<file path="src/hdl/key_debounce_click_detector_core_assert.svh">
// ----------------------------------------------------------------------------
// key debounce click detector assertion macros
// shared property wrappers, clocked on aclk and muted during reset
// ----------------------------------------------------------------------------
`ifndef KEY_DEBOUNCE_CLICK_DETECTOR_CORE_ASSERT_SVH
`define KEY_DEBOUNCE_CLICK_DETECTOR_CORE_ASSERT_SVH

`ifndef SYNTHESIS
// same-cycle implication
`define KDCD_ASSERT_NOW(label, ante, cons) \
    label: assert property (@(posedge aclk) disable iff (!aresetn) (ante) |-> (cons)) \
        else $error("assertion failed: same-cycle check");
// next-cycle implication
`define KDCD_ASSERT_NEXT(label, ante, cons) \
    label: assert property (@(posedge aclk) disable iff (!aresetn) (ante) |=> (cons)) \
        else $error("assertion failed: next-cycle check");
`else
`define KDCD_ASSERT_NOW(label, ante, cons)
`define KDCD_ASSERT_NEXT(label, ante, cons)
`endif

`endif

</file>
<file path="src/hdl/kdcd_pkg.sv">
// ----------------------------------------------------------------------------
// kdcd_pkg
// types, event codes, register indexes and reset values of the key debouncer
// ----------------------------------------------------------------------------
package kdcd_pkg;

    localparam int TIME_W      = 32;
    localparam int CFG_W       = 16;
    localparam int CFG_INDEX_W = 2;
    localparam int EVENT_W     = 3;
    localparam int CLICK_W     = 2;

    typedef logic [TIME_W-1:0]      time_t;
    typedef logic [CFG_W-1:0]       cfg_value_t;
    typedef logic [CFG_INDEX_W-1:0] cfg_index_t;
    typedef logic [EVENT_W-1:0]     key_event_t;
    typedef logic [CLICK_W-1:0]     click_count_t;

    // event codes
    localparam key_event_t EVT_NONE    = 3'd0;
    localparam key_event_t EVT_PRESS   = 3'd1;
    localparam key_event_t EVT_RELEASE = 3'd2;
    localparam key_event_t EVT_LONG    = 3'd3;
    localparam key_event_t EVT_DOUBLE  = 3'd4;
    localparam key_event_t EVT_SHORT   = 3'd5;

    // register indexes
    localparam cfg_index_t REG_DEBOUNCE_TIME   = 2'd0;
    localparam cfg_index_t REG_LONG_PRESS_TIME = 2'd1;
    localparam cfg_index_t REG_DOUBLE_WINDOW   = 2'd2;

    // register reset values
    localparam cfg_value_t DEBOUNCE_TIME_RST   = 16'd15;
    localparam cfg_value_t LONG_PRESS_TIME_RST = 16'd600;
    localparam cfg_value_t DOUBLE_WINDOW_RST   = 16'd280;

    localparam click_count_t CLICK_MAX = 2'd3;
    localparam click_count_t CLICK_TWO = 2'd2;

endpackage

</file>
<file path="src/hdl/key_debounce_click_detector_core.sv">
// ----------------------------------------------------------------------------
// key_debounce_click_detector_core
// single push-button debouncer with press, release, long-press and
// short/double-click events
// ----------------------------------------------------------------------------
// Each input word is one poll of the button: the raw pin level and the current
// millisecond timestamp. Every poll yields exactly one result word carrying a
// key event (none, press, release, long, double click, short click). A raw
// level becomes the debounced level once it has held for debounce_time ms;
// holding past long_press_time gives a single long event, and clicks pending
// for double_click_window ms after the last counted release are reported as a
// short or double click. All elapsed times use wrapping 32-bit subtraction.
// Throughput is one poll per clock while m_ready does not stall the output: the
// poll is captured in an input register, the event is worked out in one pass of
// compare and subtract logic against the button state, and lands in the result
// register. The state update in a single pass is what sets that rate. Stalls
// on m_ready back up through both registers; the input side keeps accepting
// while the result register is free or being drained.
// Configuration registers are written through cfg_wr_en / cfg_index /
// cfg_wr_data; unknown indexes are ignored. The user must write them only
// while no poll is in flight; the block itself does not enforce this.

`include "key_debounce_click_detector_core_assert.svh"

module key_debounce_click_detector_core (
    input  logic                    aclk,
    input  logic                    aresetn,

    // configuration write port
    input  logic                    cfg_wr_en,
    input  kdcd_pkg::cfg_index_t    cfg_index,
    input  kdcd_pkg::cfg_value_t    cfg_wr_data,

    // poll input
    input  logic                    s_valid,
    output logic                    s_ready,
    input  logic                    s_raw_level,
    input  kdcd_pkg::time_t         s_now_time,

    // event output
    output logic                    m_valid,
    input  logic                    m_ready,
    output kdcd_pkg::key_event_t    m_key_event
);

    // ------------------------------------------------------------------
    // configuration registers
    // ------------------------------------------------------------------
    kdcd_pkg::cfg_value_t debounce_time_reg;
    kdcd_pkg::cfg_value_t long_press_time_reg;
    kdcd_pkg::cfg_value_t double_window_reg;

    always_ff @(posedge aclk) begin
        if (!aresetn) begin
            debounce_time_reg   <= kdcd_pkg::DEBOUNCE_TIME_RST;
            long_press_time_reg <= kdcd_pkg::LONG_PRESS_TIME_RST;
            double_window_reg   <= kdcd_pkg::DOUBLE_WINDOW_RST;
        end else if (cfg_wr_en) begin
            unique case (cfg_index)
                kdcd_pkg::REG_DEBOUNCE_TIME:   debounce_time_reg   <= cfg_wr_data;
                kdcd_pkg::REG_LONG_PRESS_TIME: long_press_time_reg <= cfg_wr_data;
                kdcd_pkg::REG_DOUBLE_WINDOW:   double_window_reg   <= cfg_wr_data;
                default: ; // unused index, write dropped
            endcase
        end
    end

    // ------------------------------------------------------------------
    // pipeline handshake
    // ------------------------------------------------------------------
    logic            in_valid_reg;
    logic            in_raw_reg;
    kdcd_pkg::time_t in_now_reg;

    logic                 m_valid_reg;
    kdcd_pkg::key_event_t m_key_event_reg;

    logic advance;   // input register word moves into the result register
    logic s_accept;

    assign advance  = in_valid_reg && (!m_valid_reg || m_ready);
    assign s_ready  = !in_valid_reg || advance;
    assign s_accept = s_valid && s_ready;

    always_ff @(posedge aclk) begin
        if (!aresetn) begin
            in_valid_reg <= 1'b0;
        end else if (s_ready) begin
            in_valid_reg <= s_valid;
        end
    end

    // payload needs no reset
    always_ff @(posedge aclk) begin
        if (s_accept) begin
            in_raw_reg <= s_raw_level;
            in_now_reg <= s_now_time;
        end
    end

    // ------------------------------------------------------------------
    // button state
    // ------------------------------------------------------------------
    logic                   stable_level_reg, stable_level_next;
    logic                   last_sample_reg,  last_sample_next;
    kdcd_pkg::time_t        change_time_reg,  change_time_next;
    logic                   held_reg,         held_next;
    kdcd_pkg::click_count_t click_count_reg,  click_count_next;
    kdcd_pkg::time_t        release_time_reg, release_time_next;
    kdcd_pkg::key_event_t   result_event;

    kdcd_pkg::time_t elapsed;       // time since last raw edge
    kdcd_pkg::time_t since_release; // time since last counted click
    logic            sample_changed;
    logic            debounce_done;
    logic            long_reached;

    always_comb begin
        stable_level_next = stable_level_reg;
        held_next         = held_reg;
        click_count_next  = click_count_reg;
        release_time_next = release_time_reg;
        result_event      = kdcd_pkg::EVT_NONE;

        // a raw edge restarts the debounce timer, so elapsed is zero then
        sample_changed   = (in_raw_reg != last_sample_reg);
        last_sample_next = in_raw_reg;
        change_time_next = sample_changed ? in_now_reg : change_time_reg;
        elapsed          = sample_changed ? '0 : (in_now_reg - change_time_reg);

        debounce_done = (elapsed >= {16'd0, debounce_time_reg})
                        && (in_raw_reg != stable_level_reg);
        long_reached  = (elapsed >= {16'd0, long_press_time_reg});

        if (debounce_done) begin
            stable_level_next = in_raw_reg;
            if (in_raw_reg) begin
                held_next    = 1'b1;
                result_event = kdcd_pkg::EVT_PRESS;
            end else begin
                if (held_reg) begin
                    held_next = 1'b0;
                    if (!long_reached) begin
                        // short hold counts as a click, saturating
                        if (click_count_reg != kdcd_pkg::CLICK_MAX) begin
                            click_count_next = click_count_reg + 2'd1;
                        end
                        release_time_next = in_now_reg;
                    end else begin
                        result_event     = kdcd_pkg::EVT_LONG;
                        click_count_next = '0;
                    end
                end
                if (result_event == kdcd_pkg::EVT_NONE) begin
                    result_event = kdcd_pkg::EVT_RELEASE;
                end
            end
        end

        since_release = in_now_reg - release_time_next;

        // long hold wins over everything else of this poll
        priority if (held_next && long_reached) begin
            held_next        = 1'b0;
            click_count_next = '0;
            result_event     = kdcd_pkg::EVT_LONG;
        end else if ((click_count_next != '0)
                     && (since_release >= {16'd0, double_window_reg})) begin
            result_event = (click_count_next >= kdcd_pkg::CLICK_TWO)
                           ? kdcd_pkg::EVT_DOUBLE : kdcd_pkg::EVT_SHORT;
            click_count_next = '0;
        end else begin
            // nothing more this poll
        end
    end

    always_ff @(posedge aclk) begin
        if (!aresetn) begin
            stable_level_reg <= 1'b0;
            last_sample_reg  <= 1'b0;
            change_time_reg  <= '0;
            held_reg         <= 1'b0;
            click_count_reg  <= '0;
            release_time_reg <= '0;
        end else if (advance) begin
            stable_level_reg <= stable_level_next;
            last_sample_reg  <= last_sample_next;
            change_time_reg  <= change_time_next;
            held_reg         <= held_next;
            click_count_reg  <= click_count_next;
            release_time_reg <= release_time_next;
        end
    end

    // ------------------------------------------------------------------
    // result register
    // ------------------------------------------------------------------
    always_ff @(posedge aclk) begin
        if (!aresetn) begin
            m_valid_reg <= 1'b0;
        end else if (advance) begin
            m_valid_reg <= 1'b1;
        end else if (m_ready) begin
            m_valid_reg <= 1'b0;
        end
    end

    always_ff @(posedge aclk) begin
        if (advance) begin
            m_key_event_reg <= result_event;
        end
    end

    assign m_valid     = m_valid_reg;
    assign m_key_event = m_key_event_reg;

    // ------------------------------------------------------------------
    // assertions
    // ------------------------------------------------------------------
    logic press_issued;  // a press word enters the result register
    assign press_issued = advance && (result_event == kdcd_pkg::EVT_PRESS);

    // held is only ever set together with a pressed debounced level
    `KDCD_ASSERT_NOW(a_held_implies_pressed, held_reg, stable_level_reg)
    // a reported press leaves the debounced level high
    `KDCD_ASSERT_NEXT(a_press_sets_level, press_issued, stable_level_reg)
    // input side only stalls when the result register is blocked
    `KDCD_ASSERT_NOW(a_stall_only_on_backpressure, !s_ready, in_valid_reg && m_valid_reg && !m_ready)

endmodule

</file>
<file path="config.mk">
export PLATFORM = sky130hd
export DESIGN_NAME = key_debounce_click_detector_core
export DESIGN_NICKNAME = d
export VERILOG_FILES = /design/src/hdl/kdcd_pkg.sv /design/src/hdl/key_debounce_click_detector_core.sv
export VERILOG_INCLUDE_DIRS = /design/src /design/src/hdl
export SDC_FILE = /design/constraint.sdc
export NUM_CORES = 1
export LEC_CHECK = 0
export ABC_AREA = 1
export BUFFER_PORTS_ARGS = -buffer_cell sky130_fd_sc_hd__buf_2
export CORE_MARGIN = 2
export CORE_UTILIZATION = 50
export DETAILED_ROUTE_END_ITERATION = 12
export GPL_ROUTABILITY_DRIVEN = 0
export GPL_TIMING_DRIVEN = 0
export PLACE_DENSITY = 0.67
export SYNTH_ARGS = -nofsm -noshare
export SYNTH_HDL_FRONTEND = slang
export SYNTH_SLANG_ARGS = --single-unit
</file>
<file path="constraint.sdc">
create_clock -name aclk -period 9.3 [get_ports aclk]
set_clock_uncertainty 0.1 [all_clocks]
set_input_delay 0.93 -clock aclk [delete_from_list [all_inputs] [get_ports aclk]]
set_output_delay 0.93 -clock aclk [all_outputs]
set_load 0.02 [all_outputs]
</file>
==> results of run 1 <==
## critical path: cells and delay by family, from the launching register on
family,cells,cell delay (ns)
xor+xnor,2,0.68
compound gates,10,2.38
simple gates,25,2.34
buf+inv,4,0.80
flops,1,0.54
fa+ha+maj,4,1.27
## final cells by class
cell class	instances	area, µm²	share of cell area [%]
clock buffer	20	489	3.89
timing repair buffer	66	368	2.92
sequential	155	3460	27.5
multi-input combinational	1144	6540	52.0
clock inverter	12	118	0.934
tap	280	350	2.78
buffer	36	169	1.34
inverter	291	1090	8.67
## power groups by stage
stage | Combinational (W) | Sequential [W] | Clock (W)
3_3_place_gp | 0.000587 | 0.000773 | 0
5_1_grt | 0.000699 | 0.000764 | 0.000757
2_1_floorplan | 0.000447 | 0.000765 | 0
3_5_place_dp | 0.000598 | 0.000774 | 0
4_1_cts | 0.000603 | 0.000759 | 0.000728
6_report | 0.000613 | 0.000760 | 0.000722
## Yosys cell counts, types with 8 or more instances
cell and number:
a21oi_1 160, clkbuf_1 30, dfxtp_1 119, edfxtp_1 36, ha_1 110, inv_1 286, mux2i_2 24, nand2_1 426
nand3_1 69, nand4_1 11, nor2_1 95, nor2_2 8, nor3_1 9, o211ai_1 40, o21ai_0 107, xnor2_1 11
xor2_1 19
## how the worst min path moves through the flow
stage	depth (start not counted)	start	endpoint
2_1_floorplan	2	change_time_reg[10]	change_time_reg[10]
3_3_place_gp	2	change_time_reg[8]	change_time_reg[8]
3_5_place_dp	2	change_time_reg[23]	change_time_reg[23]
4_1_cts	2	change_time_reg[23]	change_time_reg[23]
5_1_grt	2	change_time_reg[2]	change_time_reg[2]
6_report	2	change_time_reg[6]	change_time_reg[6]
## per-layer routing
metal,GRT usage [%],vias to the layer above
li1,-,5461
met1,35.4,4796
met2,42.8,247
met3,2.87,34
met4,6.81,0
met5,0,-
## what timing repair did
| action | in CTS | in global routing |
|---|---|---|
| buffers inserted | 0 | 6 |
| endpoints found under the setup margin | 0 | 5 |
| gates resized for setup | 0 | 1 |
## metrics by stage
| step | worst slack, ns | util, % | cell area (µm²) | hold slack, ns | instances |
|---|---|---|---|---|---|
| 5_1_grt | 0.130 | 57.3 | 12600 | 0.384 | 2004 |
| 6_report | 0.936 | 57.3 | 12600 | 0.358 | 2004 |
| 2_1_floorplan | 2.79 | - | 11300 | 0.333 | 1627 |
| 3_5_place_dp | 0.323 | 54.2 | 11900 | 0.351 | 1966 |
| 4_1_cts | 0.271 | 57.0 | 12500 | 0.361 | 1998 |
| 3_3_place_gp | 0.371 | 54.2 | 11900 | 0.342 | 1966 |
## logic make-up (layout without fill, tap and decap cells)
| family | after synthesis | count (layout) | share of synthesized area (%) |
|---|---|---|---|
| and+or+nand+nor | 643 | 643 | 23.6 |
| AOI/OAI and AO/OA | 329 | 329 | 16.0 |
| buffers and inverters | 328 | 425 | 11.2 |
| DFF | 155 | 155 | 30.8 |
| adders and majority gates | 112 | 112 | 12.6 |
| xor gates and xnor gates | 31 | 31 | 2.48 |
| muxes | 29 | 29 | 3.38 |
==> impl_metrics.env, run 1 <==
export IMPL_highest_layer="met4"
export IMPL_ys_top_cells_by_area="dfxtp_1 (21%), nand2_1 (14%), ha_1 (12%)"
export IMPL_worst_pin_slew_ns=1.18
export IMPL_coreArea_um2=22000
export IMPL_finalSetupTns_ns=0
export IMPL_first_global_vias=9511
export IMPL_drc=0
export IMPL_async_reset_ff_share_pct=0
export IMPL_dieWidth_um=154
export IMPL_dr_wl_met2_um=14000
export IMPL_synth_top_cell_area_share_pct=21.2
export IMPL_reg2reg_depth=45
export IMPL_p_per_area_nw_per_um2=166
export IMPL_via_count=10538
export IMPL_startpoint_type="register"
export IMPL_grt_pass1_wl_um=48100
export IMPL_syn_avg_cell_area_um2=6.92
export IMPL_p_clk_share_pct=34.5
export IMPL_clock_latency_ns=0.44
export IMPL_fmax_ghz=0.120
export IMPL_rr_endpoint="m_key_event[0]"
export IMPL_ys_seq_area_share_pct=30.8
export IMPL_dp_hpwl_um=24100
export IMPL_finalPower_w=0.00209
export IMPL_final_period_utilization_pct=89.9
export IMPL_start_util_pct=51.3
export IMPL_synth_nets=1795
export IMPL_slowest_stage="edfxtp_1"
export IMPL_critical_path_class="register to register"
export IMPL_dr_wl_met3_um=1400
export IMPL_p_int_w=0.00137
export IMPL_status="complete, no violations"
export IMPL_wl_met1_um=14300
export IMPL_min_period_ns=8.36
export IMPL_path_clk_slew_ns=0.07
export IMPL_path_common_cell="nand2_1"
export IMPL_finalSetupViolCount=0
export IMPL_ant_nets=0
export IMPL_cts_root_buf="clkbuf_16"
export IMPL_hp_class="register to register"
export IMPL_drv_slew=0
export IMPL_layout_common_cells="nand2_1 (426), inv_1 (285), a21oi_1 (160), dfxtp_1 (119), ha_1 (110)"
export IMPL_slowest_delay_ns=0.54
export IMPL_reg2reg_slack_ns=0.94
export IMPL_cts_hold_buffers=0
export IMPL_synth_cell_type_count=45
export IMPL_clock_path_buffers=2
export IMPL_startpoint="in_raw_reg"
export IMPL_firstDrtPassIters=5
export IMPL_cts_made_buffers=17
export IMPL_r2r_start="in_raw_reg"
export IMPL_synth_top_cell_by_area="dfxtp_1"
export IMPL_p_sw_share_pct=34.6
export IMPL_leakagePower_nw=6.29
export IMPL_crit_arrival_ns=8.43
export IMPL_wirelength_um=30200
export IMPL_cts_tree="built"
export IMPL_ys_warn_count=0
export IMPL_fillCellCount=2081
export IMPL_io_pins=61
export IMPL_io_buffers=59
export IMPL_grt_overflow_total=0
export IMPL_final_common_cell="nand2_1"
export IMPL_critPathMaxFanout=10
export IMPL_cap_violations=0
export IMPL_grt_antenna_before_repair=0
export IMPL_cp_required_ns=9.37
export IMPL_grt_usage_pct=25.6
export IMPL_p_seq_share_pct=36.3
export IMPL_dr_first_iter_drc_count=718
export IMPL_rsz0062_at_grt="false"
export IMPL_die_h_um=154
export IMPL_drive_above_1_share_pct=9.05
export IMPL_pwr_share_comb_pct=29.2
export IMPL_grt_max_degree=34
export IMPL_synth_seq_cells=155
export IMPL_viasPerCell=5.26
export IMPL_ir_worst_vdd_mv=0.137
export IMPL_crit_path_end="m_key_event[0]"
export IMPL_synth_area_um2=11300
export IMPL_synth_main_ff_cell="dfxtp_1"
export IMPL_n_antenna_cell=0
export IMPL_clock_sinks=155
export IMPL_power_switching_w=0.000726
export IMPL_hold_violations=0
export IMPL_post_drt_wl_per_cell_um=15.1
export IMPL_htreeDepth=4
export IMPL_area_growth_syn_to_layout_pct=11.8
export IMPL_synth_cells=1627
export IMPL_rows=54
export IMPL_die_area_um2=23700
export IMPL_end_kind="register"
export IMPL_synth_edf_count=36
export IMPL_slew_headroom_pct=20.9
export IMPL_fin_nets=1879
Power figures use the tool's default switching activity.
==> inputs of run 2 (changes only) <==
--- a/config.mk
+++ b/config.mk
@@ -13,7 +13,7 @@
 export DETAILED_ROUTE_END_ITERATION = 12
 export GPL_ROUTABILITY_DRIVEN = 0
 export GPL_TIMING_DRIVEN = 0
-export PLACE_DENSITY = 0.67
+export PLACE_DENSITY_LB_ADDON = 0.05
 export SYNTH_ARGS = -nofsm -noshare
 export SYNTH_HDL_FRONTEND = slang
 export SYNTH_SLANG_ARGS = --single-unit
==> impl_metrics.env, run 2 (same netlist as run 1, synthesis figures left out) <==
export IMPL_startpoint="in_raw_reg"
export IMPL_hp_class="register to register"
export IMPL_area_growth_syn_to_layout_pct=11.5
export IMPL_grt_pass1_wl_um=49000
export IMPL_drc=0
export IMPL_final_util_pct=57.2
export IMPL_path_clk_slew_ns=0.06
export IMPL_htreeDepth=4
export IMPL_final_period_utilization_pct=88.6
export IMPL_cts_hold_buffers=0
export IMPL_min_period_ns=8.24
export IMPL_viasPerCell=5.25
export IMPL_rsz0062_at_grt="false"
export IMPL_clock_sinks=155
export IMPL_worst_path_buf_inv=4
export IMPL_finalSetupTns_ns=0
export IMPL_grt_overflow_total=0
export IMPL_cpLargestDelayFamily="simple AND/OR/NAND/NOR gates"
export IMPL_grt_max_degree=34
export IMPL_finalPower_w=0.00209
export IMPL_path_common_cell="nand2_1"
export IMPL_end_kind="register"
export IMPL_finalSetupViolCount=0
export IMPL_hold_violations=0
export IMPL_grt_antenna_before_repair=0
export IMPL_crit_arrival_ns=8.30
export IMPL_via_count=10514
export IMPL_slew_headroom_pct=14.6
export IMPL_fin_nets=1877
export IMPL_start_util_pct=51.3
export IMPL_critical_path_class="register to register"
export IMPL_slowest_stage="edfxtp_1"
export IMPL_slowest_delay_ns=0.54
export IMPL_worst_pin_slew_ns=1.27
export IMPL_dp_cells=1966
export IMPL_die_h_um=154
export IMPL_status="complete, no violations"
export IMPL_cts_tree="built"
export IMPL_leakagePower_nw=6.27
export IMPL_post_drt_wl_per_cell_um=15.3
export IMPL_layout_common_cells="nand2_1 (426), inv_1 (285), a21oi_1 (160), dfxtp_1 (119), ha_1 (110)"
export IMPL_p_per_area_nw_per_um2=166
export IMPL_dr_first_iter_drc_count=673
export IMPL_grt_usage_pct=26.3
export IMPL_ant_nets=0
export IMPL_clock_latency_ns=0.43
export IMPL_drive_above_1_share_pct=9.00
export IMPL_wirelength_um=30600
export IMPL_die_area_um2=23700
export IMPL_final_common_cell="nand2_1"
export IMPL_io_pins=61
export IMPL_dp_hpwl_um=24900
export IMPL_first_global_vias=9723
export IMPL_rows=54
export IMPL_clock_path_buffers=2
export IMPL_n_antenna_cell=0
export IMPL_cp_required_ns=9.36
export IMPL_r2r_start="in_raw_reg"
export IMPL_cts_made_buffers=17
export IMPL_drv_slew=0
export IMPL_stdcell_count=2002
export IMPL_place_ws_ns=0.396
export IMPL_cts_root_buf="clkbuf_16"
export IMPL_firstDrtPassIters=5
export IMPL_io_buffers=59
export IMPL_startpoint_type="register"
export IMPL_critPathMaxFanout=10
export IMPL_fillCellCount=2153
export IMPL_worstHoldStart="change_time_reg[17]"
export IMPL_setup_ws_ns=1.06
export IMPL_ir_worst_vdd_mv=0.106
export IMPL_coreArea_um2=22000
export IMPL_fmax_ghz=0.121
export IMPL_cap_violations=0
export IMPL_dieWidth_um=154
run 2: what timing repair did:
item | in CTS | in global routing
resized for setup | 0 | 1
hold endpoints to repair | 0 | 0
buffers inserted | 0 | 5
setup endpoints to repair | 0 | 5
run 2: path summary, 6_finish.rpt:
kind,end,slack [ns],depth (start not counted)
max,m_key_event[0],1.06,47
min,change_time_reg[17],0.36,2
max reg2reg,m_key_event[0],1.06,47
min reg2reg,change_time_reg[17],0.36,2
run 2: routing by layer:
metal / GRT usage [%] / share of wire [%] / vias up
met5: 0 / 0 / -
met4: 7.43 / 1.7 / 0
met3: 4.51 / 5.4 / 35
met2: 43.0 / 45 / 226
met1: 35.8 / 48 / 4801
li1: - / - / 5452
run 2: final cells by class:
cell class,count,area [µm²],area share (%)
buffer,36,169,1.35
inverter,291,1090,8.70
timing repair buffer,64,333,2.65
clock buffer,20,489,3.90
clock inverter,12,119,0.946
sequential,155,3460,27.6
tap,280,350,2.79
multi-input combinational,1144,6540,52.1
run 2: stage by stage:
stage | instance area, µm² | hold slack [ns]
2_1_floorplan | 11300 | 0.333
3_3_place_gp | 11900 | 0.343
3_5_place_dp | 11900 | 0.350
4_1_cts | 12500 | 0.358
5_1_grt | 12600 | 0.373
6_report | 12600 | 0.355
run 2: worst min-delay path, delay by kind of cell, from the launching register on:
kind,cells,cell delay (ns)
flops,1,0.29
compound gates,1,0.06
buf+inv,1,0.06
run 2: power breakdown:
part           switching (W)  total (W)  internal (W)
sequential         0.0000288   0.000760      0.000731
combinational       0.000387   0.000609      0.000221
clock               0.000305   0.000720      0.000415
